**src/sv/pipw_pkg.sv**
```systemverilog
// package for the point-in-polygon winding block
// shared widths, request and result types, controller commands and the cordic table
// no dependencies
`timescale 1ns / 1ps

package pipw_pkg;

    // coordinate format, signed q16.8
    localparam int COORD_WIDTH = 24;
    localparam int EXACT_LIMIT = 29;
    localparam int DIFF_SHIFT = (COORD_WIDTH > EXACT_LIMIT) ? COORD_WIDTH - EXACT_LIMIT : 0;
    localparam int DIFF_WIDTH = ((COORD_WIDTH > EXACT_LIMIT) ? EXACT_LIMIT : COORD_WIDTH) + 1;
    localparam int PROD_WIDTH = 2 * DIFF_WIDTH;
    localparam int CROSS_WIDTH = PROD_WIDTH + 1;
    localparam int CORDIC_WIDTH = PROD_WIDTH + 3;
    localparam int CORDIC_STEPS = 24;
    localparam int ANGLE_WIDTH = 27;
    localparam int SUM_WIDTH = 40;
    localparam int THR_WIDTH = 25;
    localparam logic [THR_WIDTH-1:0] THR_RESET = THR_WIDTH'(1678);
    localparam logic signed [ANGLE_WIDTH-1:0] HALF_PI = ANGLE_WIDTH'(8388608);
    localparam int MAX_VERTICES_DEF = 1024;

    // operation codes
    localparam logic OP_APPEND = 1'b0;
    localparam logic OP_TEST = 1'b1;

    typedef struct packed {
        logic                          op;
        logic signed [COORD_WIDTH-1:0] coord_x;
        logic signed [COORD_WIDTH-1:0] coord_y;
        logic                          restart;
    } pipw_req_t;

    typedef struct packed {
        logic                         inside_res;
        logic signed [SUM_WIDTH-1:0]  angle_sum;
    } pipw_res_t;

    // controller to datapath
    typedef struct packed {
        logic wr_en;
        logic latch_q;
        logic clr_acc;
        logic rd_en;
        logic rd_edge;
    } pipw_cmd_t;

    // datapath to controller
    typedef struct packed {
        logic pipe_empty;
    } pipw_sts_t;

    // vertex minus query, scaled down for wide coordinates
    function automatic logic signed [DIFF_WIDTH-1:0] coord_diff(
        input logic signed [COORD_WIDTH-1:0] a,
        input logic signed [COORD_WIDTH-1:0] b
    );
        logic signed [COORD_WIDTH:0] full;
        logic signed [COORD_WIDTH:0] shifted;
        begin
            full = (COORD_WIDTH+1)'(a) - (COORD_WIDTH+1)'(b);
            shifted = full >>> DIFF_SHIFT;
            return shifted[DIFF_WIDTH-1:0];
        end
    endfunction

    // atan(2^-i) in units where pi is 2^24
    function automatic logic [22:0] atan_unit(input int i);
        logic [22:0] t;
        begin
            case (i)
                0:  t = 23'd4194304;
                1:  t = 23'd2476042;
                2:  t = 23'd1308273;
                3:  t = 23'd664100;
                4:  t = 23'd333339;
                5:  t = 23'd166832;
                6:  t = 23'd83436;
                7:  t = 23'd41721;
                8:  t = 23'd20861;
                9:  t = 23'd10430;
                10: t = 23'd5215;
                11: t = 23'd2608;
                12: t = 23'd1304;
                13: t = 23'd652;
                14: t = 23'd326;
                15: t = 23'd163;
                16: t = 23'd81;
                17: t = 23'd41;
                18: t = 23'd20;
                19: t = 23'd10;
                20: t = 23'd5;
                21: t = 23'd3;
                22: t = 23'd1;
                23: t = 23'd1;
                default: t = 23'd0;
            endcase
            return t;
        end
    endfunction

endpackage

```
**src/sv/pipw_ctrl.sv**
```systemverilog
// controller for the winding block: vertex count, edge walk and report sequencing
// depends on pipw_pkg
`timescale 1ns / 1ps

module pipw_ctrl
    import pipw_pkg::*;
#(
    parameter int MAX_VERTICES = MAX_VERTICES_DEF
) (
    input  logic                            clk,
    input  logic                            rst_n,
    input  logic                            start,
    input  pipw_req_t                       req,
    output logic                            busy,
    output logic                            done,
    output pipw_cmd_t                       cmd,
    output logic [$clog2(MAX_VERTICES)-1:0] wr_addr,
    output logic [$clog2(MAX_VERTICES)-1:0] rd_addr,
    input  pipw_sts_t                       sts
);

    localparam int IW = $clog2(MAX_VERTICES);
    localparam int CW = $clog2(MAX_VERTICES + 1);
    localparam logic [CW-1:0] MAX_CNT = CW'(MAX_VERTICES);

    typedef enum logic [3:0] {
        ST_IDLE   = 4'b0001,
        ST_WALK   = 4'b0010,
        ST_DRAIN  = 4'b0100,
        ST_REPORT = 4'b1000
    } state_t;

    state_t state_reg, state_next;
    logic [CW-1:0] cnt_reg, cnt_next;
    logic [CW-1:0] idx_reg, idx_next;
    logic accept;

    assign accept = start && (state_reg == ST_IDLE);

    // state, walk index and vertex count
    always_comb
    begin
        state_next = state_reg;
        cnt_next = cnt_reg;
        idx_next = idx_reg;
        cmd = '0;
        wr_addr = cnt_reg[IW-1:0];
        rd_addr = (idx_reg == cnt_reg) ? '0 : idx_reg[IW-1:0];
        unique case (state_reg)
            ST_IDLE:
            begin
                if (accept && req.op == OP_APPEND)
                begin
                    if (req.restart)
                    begin
                        cmd.wr_en = 1'b1;
                        wr_addr = '0;
                        cnt_next = CW'(1);
                    end
                    else if (cnt_reg < MAX_CNT)
                    begin
                        cmd.wr_en = 1'b1;
                        cnt_next = cnt_reg + CW'(1);
                    end
                end
                else if (accept)
                begin
                    cmd.latch_q = 1'b1;
                    cmd.clr_acc = 1'b1;
                    idx_next = '0;
                    state_next = (cnt_reg == '0) ? ST_REPORT : ST_WALK;
                end
            end
            ST_WALK:
            begin
                cmd.rd_en = 1'b1;
                cmd.rd_edge = (idx_reg != '0);
                idx_next = idx_reg + CW'(1);
                if (idx_reg == cnt_reg)
                begin
                    state_next = ST_DRAIN;
                end
            end
            ST_DRAIN:
            begin
                if (sts.pipe_empty)
                begin
                    state_next = ST_REPORT;
                end
            end
            ST_REPORT:
            begin
                state_next = ST_IDLE;
            end
            default:
            begin
                state_next = ST_IDLE;
            end
        endcase
    end

    always_ff @(posedge clk or negedge rst_n)
    begin
        if (!rst_n)
        begin
            state_reg <= ST_IDLE;
            cnt_reg <= '0;
            idx_reg <= '0;
        end
        else
        begin
            state_reg <= state_next;
            cnt_reg <= cnt_next;
            idx_reg <= idx_next;
        end
    end

    assign busy = (state_reg != ST_IDLE);
    assign done = (state_reg == ST_REPORT);

    // checks
    a_cnt_bound: assert property (@(posedge clk) disable iff (!rst_n)
        cnt_reg <= MAX_CNT) else $error("vertex count above capacity");
    a_idx_bound: assert property (@(posedge clk) disable iff (!rst_n)
        state_reg == ST_WALK |-> idx_reg <= cnt_reg) else $error("walk index past count");
    a_done_pulse: assert property (@(posedge clk) disable iff (!rst_n)
        done |=> !done) else $error("result strobe longer than one cycle");
    a_test_busy: assert property (@(posedge clk) disable iff (!rst_n)
        accept && req.op == OP_TEST |=> busy) else $error("test request did not raise busy");

endmodule

```
**config.mk**
```make
export PLATFORM = sky130hd
export DESIGN_NAME = pipw_ctrl
export DESIGN_NICKNAME = d
export VERILOG_FILES = /design/src/sv/pipw_pkg.sv /design/src/sv/pipw_ctrl.sv
export SDC_FILE = /design/constraint.sdc
export NUM_CORES = 1
export LEC_CHECK = 0
export BUFFER_PORTS_ARGS = -buffer_cell sky130_fd_sc_hd__buf_2
export CAP_MARGIN = 15
export CORE_MARGIN = 2
export CORE_UTILIZATION = 40
export DETAILED_ROUTE_END_ITERATION = 7
export PLACE_DENSITY_LB_ADDON = 0.05
export SLEW_MARGIN = 5
export SYNTH_ARGS = -nofsm -noshare
export SYNTH_HDL_FRONTEND = slang
export SYNTH_SLANG_ARGS = --single-unit
```
**constraint.sdc**
```tcl
create_clock -name clk -period 2.6 [get_ports clk]
set_input_delay 0.26 -clock clk [delete_from_list [all_inputs] [get_ports clk]]
set_output_delay 0.26 -clock clk [all_outputs]
set_load 0.05 [all_outputs]
```
# Word level (Yosys, flattened, before mapping)
# Cells that the tools add are included.
[word_totals]
register_bits = 26
in_bits = 54
[op_classes]
add_sub_neg = 2
magnitude_cmp = 1
n_reduce_logical = 9
muxes = 22
n_eq_ne = 10
n_bitwise = 1
[op_table]
columns = ["cell", "count"]
rows = [
  ["2-to-1 mux 11 bit", 4],
  ["2-to-1 mux 10 bit", 4],
  ["adder 11 x 1 -> 11 bit (second input constant)", 2],
  ["one-hot mux 11 bit (2 select lines)", 1],
  ["2-to-1 mux 4 bit", 5],
  ["one-hot mux 4 bit (3 select lines)", 1],
  ["== test 11 bit", 1],
  ["zero test 11 bit", 1],
  ["less-than comparator 11 bit (second input constant)", 1],
  ["nonzero test 11 bit", 1],
  ["!= test 2 bit (second input constant)", 4],
  ["2-to-1 mux 2 bit", 3],
  ["AND reduction 3 bit", 2],
  ["== test 4 x 1 -> 1 bit (second input constant)", 1],
  ["== test 4 x 2 -> 1 bit (second input constant)", 1],
  ["== test 4 x 3 -> 1 bit (second input constant)", 1],
  ["== test 4 bit (second input constant)", 1],
  ["!= test 4 x 1 -> 1 bit (second input constant)", 1],
  ["AND reduction 4 bit", 1],
  ["nonzero test 2 bit", 2],
  ["2-to-1 mux 1 bit", 3],
  ["2-to-1 mux 3 bit", 1],
  ["logical AND 1 bit", 2],
  ["NOT 1 bit", 1],
]

# Depth between registers and ports, before layout
# Gate-level depths: netlist of run 1.
[logic_depth]
ltp_word = 5
depth_mapped = 6

# Worst setup path before layout of run 1
# No wires, ideal clock.
[synth_path]
path_kind = "register to output"
start = "register state_reg[1]"
end = "output port done"
path_buffers = 0
slack_ns = 0.234
arrival_time_ns = 2.106
path_stages_with_launch = 2
cell_sequence = "dfrtp_1 > nor4b_1"
[synth_via]
elab_chain_len = 1
[synth_lines]
columns = ["element", "line", "source"]
rows = [
  ["from (decl)", "pipw_ctrl.sv:33", "state_t state_reg, state_next;"],
  ["from (signal assigned)", "pipw_ctrl.sv:112", "state_reg <= state_next;"],
  ["== test 4 bit", "pipw_ctrl.sv:119", "assign done = (state_reg == ST_REPORT);"],
  ["to (decl)", "pipw_ctrl.sv:15", "output logic done,"],
]
# No other way between the ends.

# Final worst setup path of run 1
[layout_path]
start = "register idx_reg[1]"
end = "output port rd_addr[8]"
[layout_via]
elab_chain_len = 2
[layout_lines]
columns = ["element", "line", "source"]
rows = [
  ["from (decl)", "pipw_ctrl.sv:35", "logic [CW-1:0] idx_reg, idx_next;"],
  ["from (signal assigned)", "pipw_ctrl.sv:114", "idx_reg <= idx_next;"],
  ["== test 11 bit", "pipw_ctrl.sv:48", "rd_addr = (idx_reg == cnt_reg) ? '0 : idx_reg[IW-1:0];"],
  ["2-to-1 mux 10 bit", "pipw_ctrl.sv:48", ""],
  ["to (decl)", "pipw_ctrl.sv:18", "output logic [$clog2(MAX_VERTICES)-1:0] rd_addr,"],
]
# No other way between the ends.

==> results.json, run 1 <==
{
  "clockPowerShare_pct": 16.6,
  "cellPowerDensity_nw_per_um2": 701.8,
  "ys_ff_latch": 26,
  "tightest_slew_ps": 619.5,
  "syn_inst": 213,
  "synth_area_leader_cell": "dfrtp_1",
  "postLayoutCellArea_sq_um": 2033,
  "die_w_um": 70.79,
  "finish.net_count": 297,
  "vias_per_cell": 5.634,
  "period_share_pct": 94.00,
  "setup_violations": 0,
  "yosys-top-cells-area": "dfrtp_1 35%, xor2_1 7.4%, and2_1 5.6%, nor2_1 4.2%, a21oi_1 3.1%",
  "hold_viol": 13,
  "crit_path_end_kind": "output pin",
  "reg2reg_from": "state_reg[0]",
  "grt_max_degree": 27,
  "fin_ws_ps": 156.1,
  "ys_async_sr_fraction_pct": 100.0,
  "ys_seq_area_share_pct": 36.54,
  "root_buffer": "clkbuf_8",
  "antenna_found_initial": 0,
  "max_freq_mhz": 409.2,
  "num_antenna_cells": 0,
  "synth_most_common_cell": "dfrtp_1",
  "placed_cell_area_sq_um": 1974,
  "pre_cts_slack_ps": 429.7,
  "synth_edf_count": 0,
  "insertion_delay_ps": 270,
  "start_util_pct": 41.26,
  "switchingPower_uw": 663.8,
  "hpwl_mm": 3.405,
  "synth_cell_types": 44,
  "syn_nets": 271,
  "cts-buffers-inserted": 3,
  "tns_ps": 0,
  "switching_share_pct": 46.51,
  "grt_pass1_vias": 1627,
  "portBuffers": 32,
  "failed_checks": "negative hold slack",
  "drtAntennaViolNets": 0,
  "drt-wirelength-per-cell_um": 15.86,
  "area_growth_pct": 13.96,
  "cp.required_ps": 2340,
  "fp.dieArea_sq_um": 5011,
  "h-tree-depth": 1,
  "critPathMaxFanout": 10,
  "core_region_area_sq_um": 4324,
  "cp-start-kind": "flip-flop",
  "ir_drop_mv": 0.4661,
  "totalWireLength_mm": 4.598,
  "cts_tree": "built",
  "clockBufferDepth": 2,
  "drc": 0,
  "drive_gt1_share_pct": 20.17,
  "gp_congestion": 0.8221,
  "fillerInstances": 457,
  "dieHeight_um": 70.79,
  "fin_skew_ps": 6.674,
  "postLayoutCoreUtil_pct": 47.02,
  "ys_warn_count": 0,
  "power_frac_comb_pct": 44.7,
  "slew-limit-headroom_pct": 58.70,
  "status": "finished, violations left",
  "gr-total-overflow": 0,
  "slew_viol_final": 0,
  "clock_sinks": 26,
  "worst_ep_arrival_time_ps": 2180,
  "drt-initial-drc-count": 82,
  "synthTopCellsByCount": "25 x dfrtp_1, 20 x nor2_1, 16 x and2_1",
  "netlist_area_sq_um": 1784,
  "hold_buffers": 0,
  "first_pass_iters": 4,
  "path_clk_slew_ps": 90,
  "syn_area_per_cell_sq_um": 8.377,
  "p_seq_share_pct": 38.7,
  "p_int_uw": 763.2,
  "timing.final.crit_period_ps": 2444,
  "vias": 1634,
  "critPathKind": "reg2out",
  "cp-startpoint": "idx_reg[1]",
  "io_pins": 81,
  "drv_cap": 0,
  "hold-worst-slack_ps": -1.892,
  "synth_top_area_share_pct": 35.06,
  "hold_class": "in2async",
  "synthFlopType": "dfrtp_1",
  "track_usage_pct": 19.41,
  "grt_pass1_wl_mm": 7.831,
  "rows": 24,
  "p_leak_uw": 0.0009544
}
## layer usage
metal / GRT usage, % / part of all wire [%]
met1: 24.89 / 45
met2: 34.68 / 51
met3: 2.279 / 3.2
met4: 5.031 / 0.57
met5: 0 / 0
## layout make-up
type	instances	area (sq um)	share of cell area (%)
flip-flops and latches	26	651.9	32.06
well taps	52	65.06	3.200
multi-input cells	160	1028	50.58
repair buffers	38	205.2	10.09
clock buffers	4	45.04	2.215
inverters	10	37.54	1.846
## layout by cell type (no fill, tap or decap), types with 2 or more instances in the layout
master     n
xor2_1    15
nand3_1    7
o31ai_1    3
nor3_1     3
o21ai_0   11
o211ai_1   3
clkbuf_8   3
a21oi_1   11
and2_1    16
nand2b_1   4
nor4b_1    4
nand4_1    4
or3_1      4
o311ai_0   2
nor4_1     6
a31oi_1    3
or4_1      4
inv_1      9
nor2b_1    3
nand2_1   14
buf_4      6
ha_1       4
buf_2     32
a22o_1     2
nor2_1    19
dfrtp_1   25
o22ai_1    2
## power groups by stage
stage / sequential (uW) / combinational (uW) / clock [uW]
2_1_floorplan: 502 / 534 / 0
3_3_place_gp: 559 / 619 / 0
3_5_place_dp: 559 / 632 / 0
4_1_cts: 552 / 636 / 248
5_1_grt: 564 / 711 / 266
6_report: 552 / 638 / 237
## metrics by stage
step	instances	hold slack, ps	total power [uW]
floorplan	213	-35.59	1036
global placement	286	305.8	1178
detailed placement	286	318.8	1191
global route	290	22.80	1541
CTS	290	19.53	1436
finish	290	-1.892	1427
## critical path, cell delays in order (launching register included)
cell     delay (ps)
dfrtp_1         490
xor2_1          190
nor4_1          510
nand3_2         280
and2_1          240
buf_2           200
## cell families after synthesis
| family | Yosys count | share of synthesized area, % |
|---|---|---|
| adder cells (fa/ha/maj) | 4 | 2.805 |
| buffers and inverters | 27 | 6.592 |
| flip-flops | 26 | 36.54 |
| AO/OA/AOI/OAI | 44 | 15.57 |
| XOR/XNOR | 16 | 7.854 |
| AND/OR/NAND/NOR | 96 | 30.64 |
## worst paths after layout
| check | end | slack [ps] | cells after the start |
|---|---|---|---|
| worst max register to register | cnt_reg[9] | 530 | 5 |
| worst min-delay path | idx_reg[1] | -2 | 1 |
| min in group clk | state_reg[3] | 220 | 3 |
| worst max-delay path | rd_addr[8] | 160 | 5 |
| max in group asynchronous | state_reg[3] | 2200 | 1 |
| worst min register to register | state_reg[0] | 580 | 2 |
## repair_timing
action                                  CTS  global route
endpoints found under the setup margin    0            18
resized for setup                         0             3
buffers inserted                          0             0
endpoints found under the hold margin     0             0
Note: power is estimated with default switching activity, not from simulation.
==> inputs of run 2 (changes only) <==
- BUFFER_PORTS_ARGS: -buffer_cell sky130_fd_sc_hd__buf_2 -> not set
- CORE_ASPECT_RATIO: not set -> 0.7
- CTS_CLUSTER_DIAMETER: not set -> 150
- DONT_BUFFER_PORTS: not set -> 1
==> run 2 against run 1 <==
- the flow now finishes without violations
- clock skew is 3.9 ps lower
- combinational power down 3.3%
- via count fell by 1.3%
- worst setup slack improved by 48 ps
- register-to-register slack got worse by 20 ps
==> results.json, run 2 (same netlist as run 1, synthesis figures left out) <==
{
  "status": "complete, no violations",
  "reg2reg_slack_ps": 510,
  "cts-buffers-inserted": 3,
  "tns_ps": 0,
  "power_uw": 1448,
  "rows": 20,
  "slew-limit-headroom_pct": 40.18,
  "portBuffers": 0,
  "hold_depth": 1,
  "crit_buf_inv": 0,
  "start_util_pct": 41.45,
  "tightest_slew_ps": 894.0,
  "max_freq_mhz": 417.4,
  "final_common_cell": "dfrtp_1",
  "fin_skew_ps": 2.785,
  "root_buffer": "clkbuf_8",
  "setup_violations": 0,
  "vias_per_cell": 5.996,
  "hold_viol": 0,
  "drtAntennaViolNets": 0,
  "min_from": "req[0]",
  "hpwl_mm": 3.530,
  "clockBufferDepth": 2,
  "cp.required_ps": 2340,
  "reg2regPathDepth": 5,
  "p_leak_uw": 0.0008539,
  "critPathMaxFanout": 10,
  "antenna_found_initial": 0,
  "grt_pass1_vias": 1393,
  "gr-total-overflow": 0,
  "totalWireLength_mm": 4.869,
  "slowest_delay_ps": 510,
  "ir_drop_mv": 0.3691,
  "slew_viol_final": 0,
  "drv_cap": 0,
  "drt-initial-drc-count": 117,
  "cp-start-kind": "flip-flop",
  "fp.dieArea_sq_um": 5019,
  "track_usage_pct": 19.79,
  "layout_common_cells": "25 x dfrtp_1, 19 x nor2_1, 16 x and2_1",
  "io_pins": 81,
  "finish.net_count": 273,
  "worst_ep_arrival_time_ps": 2140,
  "fillerInstances": 428,
  "gp_congestion": 0.8152,
  "rr_endpoint": "cnt_reg[9]",
  "period_share_pct": 92.15,
  "dieHeight_um": 59.88,
  "drive_gt1_share_pct": 12.15,
  "path_cells": "xor2_1, nor4_2, nand3_2, and2_1",
  "holdPathEnd": "cnt_reg[1]",
  "reg2reg_from": "state_reg[0]",
  "critPathKind": "reg2out",
  "path_clk_slew_ps": 90,
  "vias": 1613,
  "grt_max_degree": 27,
  "fin_ws_ps": 204.0,
  "cellPowerDensity_nw_per_um2": 733.2,
  "timing.final.crit_period_ps": 2396,
  "pre_cts_slack_ps": 289.1,
  "hold_class": "in2reg",
  "drc": 0,
  "die_w_um": 83.83,
  "crit_family": "simple AND/OR/NAND/NOR gates",
  "h-tree-depth": 1,
  "rsz0062_at_grt": "false",
  "cts_tree": "built",
  "drt-wirelength-per-cell_um": 18.10,
  "clock_sinks": 26,
  "first_pass_iters": 4,
  "grt_pass1_wl_mm": 7.624,
  "multiInputGateArea_sq_um": 1041,
  "crit_path_end_kind": "output pin",
  "insertion_delay_ps": 280,
  "num_antenna_cells": 0,
  "crit_path_top_delay_cell": "dfrtp_1",
  "final-seq-area_sq_um": 651.9,
  "core_region_area_sq_um": 4304,
  "area_growth_pct": 10.66
}
run 2: changes by cell type in the layout (fill, tap and decap cells not counted), sizes merged:
cell / change
buf: -25
dlygate4sd3: +1
run 2: worst register-to-register path: stages, from the launching register on:
cell and delay, ps:
dfstp_2 600, nor4b_4 250, inv_2 120, or2_1 380, or4_1 540, a21oi_1 150
run 2: where the power goes:
group	switching [uW]	internal, uW	total [uW]	leakage [uW]
sequential	95.2	457	552	0.000335
clock	142	136	278	0.0000288
combinational	441	177	617	0.000491
total	678	770	1450	0.000854
run 2: worst max path at each step:
stage                             from         end  slack [ps]  cells after the start
after floorplan           state_reg[1]        done         230                      1
after global placement     cnt_reg[10]  rd_addr[2]         380                      4
after detailed placement   cnt_reg[10]  rd_addr[2]         290                      4
after CTS                  cnt_reg[10]  rd_addr[2]          40                      4
after global routing       cnt_reg[10]  rd_addr[2]          20                      4
final                      cnt_reg[10]  rd_addr[2]         200                      4
run 2: cell type report:
class,count,area share [%]
inverters,10,1.901
multi-input cells,160,52.73
well taps,55,3.485
clock buffers,4,2.788
repair buffers,14,6.084
flip-flops and latches,26,33.02
run 2: repair_timing:
item	4_1_cts	5_1_grt
gates cloned	0	0
hold buffers	2	0
endpoints found under the setup margin	8	14
hold endpoints to repair	26	0
setup buffers	0	0
resized for setup	1	3
run 2: per-stage QoR:
step	util, %	cell area, sq um	hold slack (ps)	cells
2_1_floorplan	-	1784	-35.59	213
3_3_place_gp	43.43	1869	-35.06	263
3_5_place_dp	43.43	1869	-35.04	263
4_1_cts	45.52	1959	44.23	269
5_1_grt	45.87	1974	47.32	269
6_report	45.87	1974	53.30	269
run 2: layer usage:
layer | routed length, um | global-route usage, %
met3 | 333 | 5.110
met4 | 33 | 3.456
met5 | 0 | 0
met1 | 2449 | 30.61
met2 | 2053 | 27.77
==> inputs of run 3 (changes only) <==
- ABC_AREA: not set -> 1
- MAX_ROUTING_LAYER: not set -> met4
==> run 3 against run 2 <==
- worst setup slack worse by 18 ps
- fmax is 0.73% lower
- area after synthesis is 4.3% higher
- die area is 4.1% higher
- sequential power is 54% higher
- combinational power grew to 3.3 times the previous value
- clock power is 1% lower
- final cell count is 26% higher
- critical path depth is 2 higher
- routed wire length hardly changed
- power is 120% higher
- clock-buffer cell count stayed put
- critical endpoint is now wr_addr[0]
- largest power group unchanged
==> results.json, run 3 <==
{
  "status": "complete, no violations",
  "reg2reg_from": "state_reg[2]",
  "synthFlopType": "dfrtp_1",
  "antenna_found_initial": 0,
  "crit_path_top_delay_cell": "dfrtp_1",
  "dieHeight_um": 61.08,
  "finish.net_count": 342,
  "synthTopCellsByCount": "57 x nand2_1, 40 x nor2_1, 38 x inv_1",
  "track_usage_pct": 20.69,
  "reg2regPathDepth": 10,
  "fin_skew_ps": 5.980,
  "power_uw": 3174,
  "hold_buffers": 2,
  "syn_inst": 268,
  "grt_pass1_vias": 1627,
  "gp_congestion": 0.8378,
  "timing.final.crit_period_ps": 2414,
  "cp.depth": 6,
  "core_region_area_sq_um": 4404,
  "reg2reg_slack_ps": 740,
  "start_util_pct": 42.27,
  "hpwl_mm": 3.714,
  "num_antenna_cells": 0,
  "insertion_delay_ps": 280,
  "cellPowerDensity_nw_per_um2": 1513,
  "path_cells": "nor2_4, nand3_4, clkinv_2, nand2_4, nor2_2, nor2_1",
  "clock_sinks": 26,
  "first_pass_iters": 4,
  "yosys-top-cells-area": "dfrtp_1 34%, nand2_1 11%, nor2_1 8.1%, inv_1 7.7%, nand3_1 5.9%",
  "root_buffer": "clkbuf_8",
  "worst_ep_arrival_time_ps": 2150,
  "critPathKind": "reg2out",
  "wl_met3_um": 206,
  "synth_area_leader_cell": "dfrtp_1",
  "final_common_cell": "nand2_1",
  "layout_common_cells": "57 x nand2_1, 40 x nor2_1, 38 x inv_1",
  "gr-total-overflow": 0,
  "crit_family": "simple AND/OR/NAND/NOR gates",
  "hold-worst-slack_ps": 137.7,
  "slew_viol_final": 0,
  "tns_ps": 0,
  "io_pins": 81,
  "drive_gt1_share_pct": 11.31,
  "ys_async_sr_fraction_pct": 100.0,
  "drt-met1-wl_mm": 2.658,
  "max_freq_mhz": 414.3,
  "area_growth_pct": 12.70,
  "syn_nets": 326,
  "critPathMaxFanout": 14,
  "totalWireLength_mm": 4.872,
  "drv_cap": 0,
  "synth_top_area_share_pct": 33.60,
  "netlist_area_sq_um": 1862,
  "fillerInstances": 466,
  "rsz0062_at_grt": "false",
  "synth_cell_types": 31,
  "grt_max_degree": 27,
  "vias_per_cell": 5.160,
  "die_w_um": 85.54,
  "cts_tree": "built",
  "crit_path_end_kind": "output pin",
  "synth_edf_count": 0,
  "vias": 1744,
  "tightest_slew_ps": 891.9,
  "highest_layer": "met4",
  "ys_seq_area_share_pct": 35.01,
  "cp.required_ps": 2340,
  "hold_viol": 0,
  "drt-initial-drc-count": 91,
  "cp-startpoint": "state_reg[2]",
  "crit_buf_inv": 1,
  "period_share_pct": 92.83,
  "hold_class": "in2reg",
  "ys_ff_latch": 26,
  "ys_warn_count": 0,
  "portBuffers": 0,
  "cts-buffers-inserted": 3,
  "cp-start-kind": "flip-flop",
  "slew-limit-headroom_pct": 40.32,
  "cts_setup_buffers": 0,
  "postLayoutCoreUtil_pct": 47.64,
  "clockBufferDepth": 2,
  "placed_cell_area_sq_um": 2013,
  "ir_drop_mv": 0.8071,
  "drc": 0,
  "synth_most_common_cell": "nand2_1",
  "crit_end": "wr_addr[0]",
  "fp.dieArea_sq_um": 5225,
  "drt-wirelength-per-cell_um": 14.41,
  "path_clk_slew_ps": 100,
  "rr_endpoint": "cnt_reg[5]",
  "cts-resized-gates": 0,
  "syn_area_per_cell_sq_um": 6.947,
  "setup_violations": 0,
  "drtAntennaViolNets": 0,
  "postLayoutCellArea_sq_um": 2098,
  "rows": 20,
  "wl_met2_mm": 1.988,
  "slowest_delay_ps": 480,
  "p_leak_uw": 0.001013,
  "h-tree-depth": 1,
  "grt_pass1_wl_mm": 8.059
}
## run 3: final cells by class
| cell class | instances | area [sq um] | share of cell area (%) |
|---|---|---|---|
| flip-flops and latches | 26 | 651.9 | 31.07 |
| repair buffers | 18 | 150.1 | 7.156 |
| well taps | 55 | 68.82 | 3.280 |
| inverters | 40 | 151.4 | 7.215 |
| clock buffers | 4 | 55.05 | 2.624 |
| multi-input cells | 195 | 1021 | 48.66 |
## run 3: worst register-to-register path, delay by kind of cell, from the launching register on
family,cells,cell delay [ps]
buf+inv,2,420
flops,1,480
compound gates,1,120
simple gates,7,800
## run 3: power breakdown
group | internal (uW) | switching [uW] | leakage, uW
Clock | 136 | 139 | 0.0000288
Combinational | 579 | 1470 | 0.000637
Sequential | 576 | 275 | 0.000347
## run 3: cells by family (layout without fill, tap and decap cells)
kind of cell             Yosys count  after routing  share of synthesized area [%]
AND/OR/NAND/NOR                  148            148                          36.02
AO/OA/AOI/OAI                     29             29                          9.207
adder cells (fa/ha/maj)            4              4                          2.688
XOR/XNOR                          14             14                          6.586
flip-flops                        26             26                          35.01
buffers and inverters             47             62                          10.48
## run 3: worst min path at each step
stage | start | end | slack, ps | cells after the start
floorplan | rst_n | cnt_reg[0] | -40 | 0
global placement | rst_n | idx_reg[6] | -40 | 0
CTS | req[0] | cnt_reg[0] | 140 | 2
detailed placement | rst_n | idx_reg[6] | -30 | 0
global route | req[0] | cnt_reg[0] | 190 | 2
finish | req[0] | cnt_reg[0] | 140 | 2
## run 3: metrics by stage
step | cells | worst slack, ps
6_report | 338 | 186.5
5_1_grt | 338 | 16.62
4_1_cts | 338 | 154.6
3_5_place_dp | 332 | 473.9
3_3_place_gp | 332 | 489.0
2_1_floorplan | 268 | 396.2
## run 3: routing by layer
layer  vias to the layer above  track usage [%]
met5                         -                -
met4                         0            3.175
met3                         2            4.021
met2                        34            30.47
met1                       817            30.23
li1                        891                -
